--- config.mk ---
export PLATFORM = sky130hd
export DESIGN_NAME = base32_text_decoder
export DESIGN_NICKNAME = d
export VERILOG_FILES = /design/src/b32d_pkg.sv /design/src/b32d_char_map.sv /design/src/b32d_core.sv /design/src/base32_text_decoder.sv
export SDC_FILE = /design/constraint.sdc
export NUM_CORES = 1
export LEC_CHECK = 0
export BUFFER_PORTS_ARGS = -buffer_cell sky130_fd_sc_hd__buf_2
export CORE_MARGIN = 3
export CORE_UTILIZATION = 58
export DETAILED_ROUTE_END_ITERATION = 8
export PLACE_DENSITY = 0.88
export SYNTH_ARGS = -nofsm -noshare
export SYNTH_HDL_FRONTEND = slang
export SYNTH_HIERARCHICAL = 1
export SYNTH_SLANG_ARGS = --single-unit
--- constraint.sdc ---
create_clock -name clk -period 5.3 [get_ports clk]
set_clock_uncertainty 0.1 [all_clocks]
set_input_delay 0.265 -clock clk [delete_from_list [all_inputs] [get_ports clk]]
set_output_delay 0.265 -clock clk [all_outputs]
set_load 0.01 [all_outputs]
--- src/b32d_pkg.sv ---
// Shared types and constants for the base32 text decoder.
package b32d_pkg;

  localparam int SymbolWidth = 8;
  localparam int DigitWidth  = 5;
  localparam int CountWidth  = 12;
  localparam int StoreWidth  = 12;
  localparam int HeldWidth   = 3;

  // result codes carried on the kind port
  typedef enum logic [1:0] {
    KIND_BYTE  = 2'd0,
    KIND_DONE  = 2'd1,
    KIND_ERROR = 2'd2
  } kind_t;

  // character codes
  localparam logic [SymbolWidth-1:0] CHAR_NUL   = 8'h00;
  localparam logic [SymbolWidth-1:0] CHAR_TAB   = 8'h09;
  localparam logic [SymbolWidth-1:0] CHAR_LF    = 8'h0A;
  localparam logic [SymbolWidth-1:0] CHAR_CR    = 8'h0D;
  localparam logic [SymbolWidth-1:0] CHAR_SPACE = 8'h20;
  localparam logic [SymbolWidth-1:0] CHAR_DASH  = 8'h2D;
  localparam logic [SymbolWidth-1:0] CHAR_ZERO  = 8'h30;
  localparam logic [SymbolWidth-1:0] CHAR_ONE   = 8'h31;
  localparam logic [SymbolWidth-1:0] CHAR_TWO   = 8'h32;
  localparam logic [SymbolWidth-1:0] CHAR_SEVEN = 8'h37;
  localparam logic [SymbolWidth-1:0] CHAR_EIGHT = 8'h38;
  localparam logic [SymbolWidth-1:0] CHAR_UP_A  = 8'h41;
  localparam logic [SymbolWidth-1:0] CHAR_UP_B  = 8'h42;
  localparam logic [SymbolWidth-1:0] CHAR_UP_L  = 8'h4C;
  localparam logic [SymbolWidth-1:0] CHAR_UP_O  = 8'h4F;
  localparam logic [SymbolWidth-1:0] CHAR_UP_Z  = 8'h5A;
  localparam logic [SymbolWidth-1:0] CHAR_LO_A  = 8'h61;
  localparam logic [SymbolWidth-1:0] CHAR_LO_Z  = 8'h7A;
  // '2' - 26: offset that maps the digits 2..7 onto 26..31
  localparam logic [SymbolWidth-1:0] DIGIT_BASE = 8'd24;

  localparam logic [CountWidth-1:0] LIMIT_RESET = 12'd64;

  // classification of one character
  typedef struct packed {
    logic                  is_end;
    logic                  is_skip;
    logic                  is_digit;
    logic [DigitWidth-1:0] digit;
  } char_class_t;

  // one result item
  typedef struct packed {
    logic                   valid;
    kind_t                  kind;
    logic [7:0]             data;
    logic [CountWidth-1:0]  total;
  } result_t;

endpackage

--- src/b32d_char_map.sv ---
// Character classifier: maps one text character to a base32 digit value.
module b32d_char_map (
  input  logic [b32d_pkg::SymbolWidth-1:0] symbol,
  output b32d_pkg::char_class_t            cls
);

  logic [b32d_pkg::SymbolWidth-1:0] c;
  logic [b32d_pkg::SymbolWidth-1:0] num;
  logic                             is_letter;
  logic                             is_num;

  // mistyped digits read as look-alike letters
  always_comb begin
    priority if (symbol == b32d_pkg::CHAR_ZERO) begin
      c = b32d_pkg::CHAR_UP_O;
    end else if (symbol == b32d_pkg::CHAR_ONE) begin
      c = b32d_pkg::CHAR_UP_L;
    end else if (symbol == b32d_pkg::CHAR_EIGHT) begin
      c = b32d_pkg::CHAR_UP_B;
    end else begin
      c = symbol;
    end
  end

  assign is_letter = (c >= b32d_pkg::CHAR_UP_A && c <= b32d_pkg::CHAR_UP_Z)
                  || (c >= b32d_pkg::CHAR_LO_A && c <= b32d_pkg::CHAR_LO_Z);
  assign is_num    = (c >= b32d_pkg::CHAR_TWO && c <= b32d_pkg::CHAR_SEVEN);
  assign num       = c - b32d_pkg::DIGIT_BASE;

  always_comb begin
    cls.is_end   = (symbol == b32d_pkg::CHAR_NUL);
    cls.is_skip  = (symbol == b32d_pkg::CHAR_SPACE) || (symbol == b32d_pkg::CHAR_TAB)
                || (symbol == b32d_pkg::CHAR_CR)    || (symbol == b32d_pkg::CHAR_LF)
                || (symbol == b32d_pkg::CHAR_DASH);
    cls.is_digit = is_letter || is_num;
    if (is_letter) begin
      cls.digit = c[b32d_pkg::DigitWidth-1:0] - 5'd1;
    end else begin
      cls.digit = num[b32d_pkg::DigitWidth-1:0];
    end
  end

endmodule

--- src/b32d_core.sv ---
// Decoder state and per-character update: bit store, byte count, discard flag.
module b32d_core (
  input  logic                            clk,
  input  logic                            rst,
  input  logic                            step,
  input  b32d_pkg::char_class_t           cls,
  input  logic [b32d_pkg::CountWidth-1:0] output_limit,
  output b32d_pkg::result_t               res
);

  logic [b32d_pkg::StoreWidth-1:0] bit_store;
  logic [b32d_pkg::StoreWidth-1:0] bit_store_next;
  logic [b32d_pkg::HeldWidth-1:0]  bits_held;
  logic [b32d_pkg::HeldWidth-1:0]  bits_held_next;
  logic [b32d_pkg::CountWidth-1:0] bytes_out;
  logic [b32d_pkg::CountWidth-1:0] bytes_out_next;
  logic                            discarding;
  logic                            discarding_next;

  logic [b32d_pkg::StoreWidth-1:0] shifted;
  logic [b32d_pkg::HeldWidth:0]    held_plus;
  logic [b32d_pkg::HeldWidth:0]    held_left;
  logic [b32d_pkg::CountWidth-1:0] bytes_inc;
  logic [7:0]                      out_byte;

  assign shifted   = {bit_store[b32d_pkg::StoreWidth-b32d_pkg::DigitWidth-1:0], cls.digit};
  assign held_plus = {1'b0, bits_held} + 4'd5;
  assign held_left = held_plus - 4'd8;
  assign bytes_inc = bytes_out + 12'd1;
  assign out_byte  = 8'(shifted >> held_left[2:0]);

  always_comb begin
    bit_store_next  = bit_store;
    bits_held_next  = bits_held;
    bytes_out_next  = bytes_out;
    discarding_next = discarding;
    res.valid       = 1'b0;
    res.kind        = b32d_pkg::KIND_BYTE;
    res.data        = 8'd0;
    res.total       = bytes_out;
    if (step) begin
      priority if (cls.is_end) begin
        res.valid       = 1'b1;
        res.kind        = b32d_pkg::KIND_DONE;
        bit_store_next  = '0;
        bits_held_next  = '0;
        bytes_out_next  = '0;
        discarding_next = 1'b0;
      end else if (discarding || bytes_out >= output_limit || cls.is_skip) begin
        // ignored
      end else if (!cls.is_digit) begin
        res.valid       = 1'b1;
        res.kind        = b32d_pkg::KIND_ERROR;
        discarding_next = 1'b1;
      end else begin
        bit_store_next = shifted;
        if (held_plus[3]) begin
          bits_held_next = held_left[2:0];
          bytes_out_next = bytes_inc;
          res.valid      = 1'b1;
          res.data       = out_byte;
          res.total      = bytes_inc;
        end else begin
          bits_held_next = held_plus[2:0];
        end
      end
    end
  end

  always_ff @(posedge clk) begin
    if (rst) begin
      bit_store  <= '0;
      bits_held  <= '0;
      bytes_out  <= '0;
      discarding <= 1'b0;
    end else begin
      bit_store  <= bit_store_next;
      bits_held  <= bits_held_next;
      bytes_out  <= bytes_out_next;
      discarding <= discarding_next;
    end
  end

`ifndef SYNTH
  a_held_below_byte: assert property (@(posedge clk) disable iff (rst)
    res.valid && res.kind == b32d_pkg::KIND_BYTE |=> bits_held <= 3'd4)
    else $error("too many bits left after a byte");

  a_end_clears: assert property (@(posedge clk) disable iff (rst)
    step && cls.is_end |=> bytes_out == '0 && bits_held == '0 && !discarding)
    else $error("terminator did not clear the string state");

  a_byte_counts: assert property (@(posedge clk) disable iff (rst)
    res.valid && res.kind == b32d_pkg::KIND_BYTE |=> bytes_out == $past(bytes_out) + 12'd1)
    else $error("byte result without count increment");

  a_discard_silent: assert property (@(posedge clk) disable iff (rst)
    step && discarding && !cls.is_end |-> !res.valid)
    else $error("result while discarding");
`endif

endmodule

--- src/base32_text_decoder.sv ---
// Top level of the base32 text decoder: input register, decode core, result register.
// Base32 text decoder. One character enters per transaction on symbol; a zero
// character ends the string. Each result transaction carries kind (decoded byte,
// string done, or invalid character), data_byte and byte_total. The block
// sustains one character per clock while the output is not stalled: a character
// is held in the input register, is decoded and applied to the bit store in the
// cycle it advances, and any result is captured in the output register at the
// same edge as the bit store update. The input side stalls only while the output
// register holds a result that is itself stalled. The user must write output_limit
// through config_write/config_data only while no string character is in flight;
// the block itself does not enforce this. Reset value is 64.
module base32_text_decoder (
  input  logic                            clk,
  input  logic                            rst,
  input  logic                            config_write,
  input  logic [b32d_pkg::CountWidth-1:0] config_data,
  input  logic                            in_valid,
  output logic                            in_stall,
  input  logic [b32d_pkg::SymbolWidth-1:0] symbol,
  output logic                            out_valid,
  input  logic                            out_stall,
  output logic [1:0]                      kind,
  output logic [7:0]                      data_byte,
  output logic [b32d_pkg::CountWidth-1:0] byte_total
);

  logic [b32d_pkg::CountWidth-1:0]  output_limit;
  logic                             in_full;
  logic [b32d_pkg::SymbolWidth-1:0] in_sym;
  logic                             go;
  b32d_pkg::char_class_t            cls;
  b32d_pkg::result_t                res;

  // config register
  always_ff @(posedge clk) begin
    if (rst) begin
      output_limit <= b32d_pkg::LIMIT_RESET;
    end else if (config_write) begin
      output_limit <= config_data;
    end
  end

  // the held character advances whenever the result slot is free or draining
  assign go       = in_full && (!out_valid || !out_stall);
  assign in_stall = in_full && !go;

  always_ff @(posedge clk) begin
    if (rst) begin
      in_full <= 1'b0;
    end else if (in_valid && !in_stall) begin
      in_full <= 1'b1;
    end else if (go) begin
      in_full <= 1'b0;
    end
  end

  always_ff @(posedge clk) begin
    if (in_valid && !in_stall) begin
      in_sym <= symbol;
    end
  end

  b32d_char_map u_map (
    .symbol (in_sym),
    .cls    (cls)
  );

  b32d_core u_core (
    .clk          (clk),
    .rst          (rst),
    .step         (go),
    .cls          (cls),
    .output_limit (output_limit),
    .res          (res)
  );

  // result register; a new result overwrites one leaving this cycle
  always_ff @(posedge clk) begin
    if (rst) begin
      out_valid <= 1'b0;
    end else if (go && res.valid) begin
      out_valid <= 1'b1;
    end else if (!out_stall) begin
      out_valid <= 1'b0;
    end
  end

  always_ff @(posedge clk) begin
    if (go && res.valid) begin
      kind       <= res.kind;
      data_byte  <= res.data;
      byte_total <= res.total;
    end
  end

endmodule
-- Word level (Yosys, flattened, before mapping)
Cells that the tools add are included.
- add/subtract/negate cells: 5
- magnitude comparators: 7
- equal/unequal tests: 11
- shift operators: 1
- multiplexer cells: 31
- bitwise gates (word level): 3
- reduce and logical (&&, ||, !) cells: 29
- operator list (cell ; count):
    two-way mux 20 bit ; 3
    two-way mux 12 bit ; 4
    two-way mux 23 bit ; 2
    equality test 8 x 6 -> 1 bit (second input constant) ; 5
    equality test 8 x 4 -> 1 bit (second input constant) ; 3
    two-way mux 8 bit ; 3
    two-way mux 7 bit ; 3
    greater-or-equal comparator 8 x 7 -> 1 bit (second input constant) ; 2
    <= comparator 8 x 7 -> 1 bit (second input constant) ; 2
    two-way mux 3 bit ; 5
    adder 12 x 1 -> 12 bit (second input constant) ; 1
    greater-or-equal comparator 12 bit ; 1
    >> shifter 12 x 3 -> 8 bit ; 1
    logical OR 1 bit ; 9
    two-way mux 1 bit ; 9
    greater-or-equal comparator 8 x 6 -> 1 bit (second input constant) ; 1
    <= comparator 8 x 6 -> 1 bit (second input constant) ; 1
    zero test 8 bit ; 1
    logical AND 1 bit ; 7
    AND reduction 3 bit ; 2
    nonzero test 2 bit ; 3
    two-way mux 5 bit ; 1
    OR reduction 5 bit ; 1
    subtractor 5 x 1 -> 5 bit (second input constant) ; 1
    other kinds (10) ; 16
- flip-flop bits (word level): 67
- logic and storage cells: 99

-- Longest topological paths before layout
- depth in word-level cells: 16
- gate-level depth with buffers: 19
- gate-level depth less buffers: 16

-- By module
The synthesis kept the hierarchy.
- modules (own cells, without submodules) (module ; times used ; cells each ; area each (µm²) ; sequential area each (µm²)):
    b32d_core ; 1 ; 247 ; 1995.7 ; 460.4
    base32_text_decoder ; 1 ; 80 ; 1410.1 ; 1181.1
    b32d_char_map ; 1 ; 75 ; 510.5 ; 0.0

-- Worst setup path after synthesis
Ideal clock, no wire load.
- path kind: register to register
- start point: register in_sym[5] in the netlist's numbering
- end point: register byte_total[0] in the netlist's numbering (enable)
- data arrival time: 3755 ps
- path slack: 1037 ps
- cell stages (with the launch flop): 19
- path buffers: 2
- cells stage by stage: edfxtp_1 -> buf_2 -> and4bb_1 -> buf_4 -> nand2_1 -> nor2_1 -> xnor2_1 -> inv_1 -> ha_1 -> nor3b_1 -> a221oi_1 -> a31oi_2 -> o21ai_4 -> a31o_1 -> nand2_1 -> a21oi_1 -> nor2_1 -> nand2_1 -> a21oi_1
- RTL lines (what ; RTL line ; source):
    from (decl) ; base32_text_decoder.sv:29 ; logic [b32d_pkg::SymbolWidth-1:0] in_sym;
    from (signal assigned) ; base32_text_decoder.sv:59 ; in_sym <= symbol;
    to (signal assigned) ; base32_text_decoder.sv:92 ; byte_total <= res.total;
    to (decl) ; base32_text_decoder.sv:24 ; output logic [b32d_pkg::CountWidth-1:0] byte_total

==> metrics.md <==
| Metric | Value |
|---|---|
| Syn Nets | `446` |
| Fillers | `487` |
| Layout cell share with drive strength beyond 1 | `19.9%` |
| CTS tree | `yes` |
| Post-synth EDFFs | `30` |
| Die area | `7770 um^2` |
| Largest net degree at the start of global routing | `35` |
| CORE AREA | `6460 um^2` |
| VDD IR max | `0.185 mV` |
| Static Leak | `0.00180 uW` |
| Synth Instances | `402` |
| WP buf/inv | `1` |
| Initial Utilization | `approximately 60%` |
| Global-route wire length before repair | `13.8 mm` |
| Post-DR wirelength/cell | `15.7 um` |
| Worst Hold Depth | `2` |
| Clock transition at path regs | `about 80 ps` |
| Ys async rst share | `0%` |
| Vias | `between 3k and 4k` |
| HPWL after detailed placement | `5.84 mm` |
| Arrival time at the worst endpoint | `4570 ps` |
| Synth Flop Type | `dfxtp_1` |
| Remaining Overflow, GRT | `0` |
| Cell count along the critical path | `15` |
| Slew margin rel. | `44.7%` |
| CTS root buf | `clkbuf_8` |
| Post-Syn Area | `about 3900 um^2` |
| Commonest cells after routing, fill and taps aside | `nor2_1 (49), buf_2 (48), dfxtp_1 (37), inv_1 (32), edfxtp_1 (30)` |
| Nets | `492` |
| Antenna cell count | `0` |
| Final WL | `8.31 mm` |
| Vias per cell | `5.95` |
| Postcts setup bufs | `0` |
| Post-CTS sizing | `0` |
| Fin Setup TNS | `0 ps` |
| Gr usage total | `22.9%` |
| 1st-iter DRT viols | `314` |
| Clock buffer count from CTS | `9` |
| Routability cong. | `0.887` |
| Die X | `88.2 um` |
| Final Setup Violations | `0` |
| TritonRoute pass-1 iters | `4` |
| Max frequency | `227 MHz` |
| CP Capture Type | `flop` |
| Power Total | `1180 uW` |
| Crit-path cells | `and4bb_1 -> nand2_1 -> nor2_1 -> xnor2_1 -> ha_1 -> nor3b_1 -> a221oi_1 -> a31oi_2 -> o21ai_4 -> a31o_1 -> inv_1 -> nor4_2 -> nand3_4 -> or2_1 -> o31ai_1` |
| ANT nets after route | `0` |
| CTS HTree Levels | `3` |
| Tmin final | `4410 ps` |
| Cell Pwr Density | `between 200 and 300 nW/um^2` |
| DRC | `0` |
| CTS Hold Buffers Added | `8` |
| Worst-Margin Slew | `824 ps` |
| Worst-Skew Late Latency | `between 300 and 400 ps` |
| Sequential area share after synthesis | `41.9%` |
| PortBufs | `48` |
| Max_cap viols | `0` |
| Delay-heaviest family, CP | `simple AND/OR/NAND/NOR gates` |
| Slew Limit Fails | `0` |
| Die Ht | `88.2 um` |
| Synth warn | `6` |
| Initial antenna violation count | `0` |
| Unique masters post-synth | `60` |
| Status | `finished, final reports clean` |
| Sink Count | `67` |
| CP Class | `flop to flop` |
| Ports | `between 40 and 50` |
| CP peak stage delay | `500 ps` |
| Worst Path Max Fanout | `18` |
| Seq cells post-synth | `67` |
| Worst path required time | `5460 ps` |
| Commonest non-fill, non-tap cell in the layout | `nor2_1` |
| Clock Path Buffers | `2` |
| Row count | `29` |
| Min-Delay Path Class | `input pin to flop` |
| Slowest-stage cell, CP | `nor4_2` |
| Area growth, synth to finish | `14.1%` |
| Syn_area_per_cell | `9.74 um^2` |
| Final core occ | `69.2%` |
| Startpoint class of the critical path | `flop` |
| Vias in the first global route | `a little under 3k` |
| Final Cycle Share | `83.2%` |
| R2R depth | `15` |
| RSZ-0062 raised after global routing | `false` |
| Hold Vio Cnt, Final | `0` |
-- synth_stat cells (all sizes together) (9+ instances only) --
library cell | number | area, um^2
o21ai | 19 | 106
ha | 19 | 238
buf | 10 | 62.6
nor2 | 49 | 184
dfxtp | 37 | 741
nand2b | 9 | 56.3
nand2 | 21 | 78.8
a21oi | 21 | 109
inv | 32 | 120
clkbuf | 12 | 45.0
edfxtp | 30 | 901
mux2i | 15 | 150
xnor2 | 9 | 78.8
nor3 | 9 | 45.0
nand3 | 11 | 67.6
-- worst paths after layout --
check	startpoint	to	slack, ps
worst max-delay path	in_sym[7]	u_core/bytes_out[2]	890
worst min-delay path	config_data[6]	output_limit[6]	30
worst max register to register	in_sym[7]	u_core/bytes_out[2]	890
worst min register to register	u_core/discarding	u_core/discarding	380
-- per-stage QoR --
| stage | std cells | worst slack, ps | instance area [um^2] | hold slack (ps) |
|---|---|---|---|---|
| 2_1_floorplan | 402 | 1040 | 3920 | 234 |
| 3_3_place_gp | 506 | 1190 | 4160 | 343 |
| 3_5_place_dp | 506 | 992 | 4160 | 343 |
| 4_1_cts | 530 | 938 | 4470 | 14.1 |
| 5_1_grt | 530 | 581 | 4470 | 24.2 |
| 6_report | 530 | 890 | 4470 | 29.5 |
-- metal layers --
layer,track usage [%],up-vias,share of wire (%),wire (um)
li1,-,1551,-,-
met5,0,-,0,0
met2,36.2,117,47,3930
met3,5.46,17,6.2,515
met4,8.65,0,1.9,159
met1,30.4,1468,45,3710
-- area by class of cell --
type                    instances  area, um^2  area share [%]
repair buffers                 57         328            7.33
flip-flops and latches         67        1640            36.7
clock buffers                  10         138            3.08
well taps                      77        96.3            2.16
clock inverters                 6        95.1            2.13
multi-input cells             281        2050            45.9
inverters                      32         120            2.69
-- logic make-up (layout without fill, tap and decap cells) --
group,Yosys count,count (layout),synth area share (%)
AOI/OAI and AO/OA,83,83,15.1
xor gates and xnor gates,17,17,3.80
adders and majority gates,19,19,6.07
buffers and inverters,54,105,5.81
DFF,67,67,41.9
muxes,27,27,9.58
and+or+nand+nor,135,135,17.7
-- worst register-to-register path, stage by stage, from the launching register on --
cell and delay, ps:
edfxtp_1 480, and4bb_1 450, nand2_1 130, nor2_1 130
xnor2_1 150, ha_1 250, nor3b_1 160, a221oi_1 310
a31oi_2 90, o21ai_4 150, a31o_1 250, inv_1 130
nor4_2 500, nand3_4 270, or2_1 480, o31ai_1 290
-- report_power, final --
group          leakage [uW]  switching, uW  internal [uW]
Sequential         0.000589           15.6            552
Combinational       0.00110           68.0           54.4
Clock              0.000117            210            283
-- sequential cells by signal, indices dropped and copies added (netlist names) --
name / count
u_core/discarding: 1
in_full: 1
kind: 2
u_core/bytes_out: 12
byte_total: 12
output_limit: 12
data_byte: 8
u_core/bits_held: 3
in_sym: 8
u_core/bit_store: 7
out_valid: 1
(Power assumes the default switching activity.)
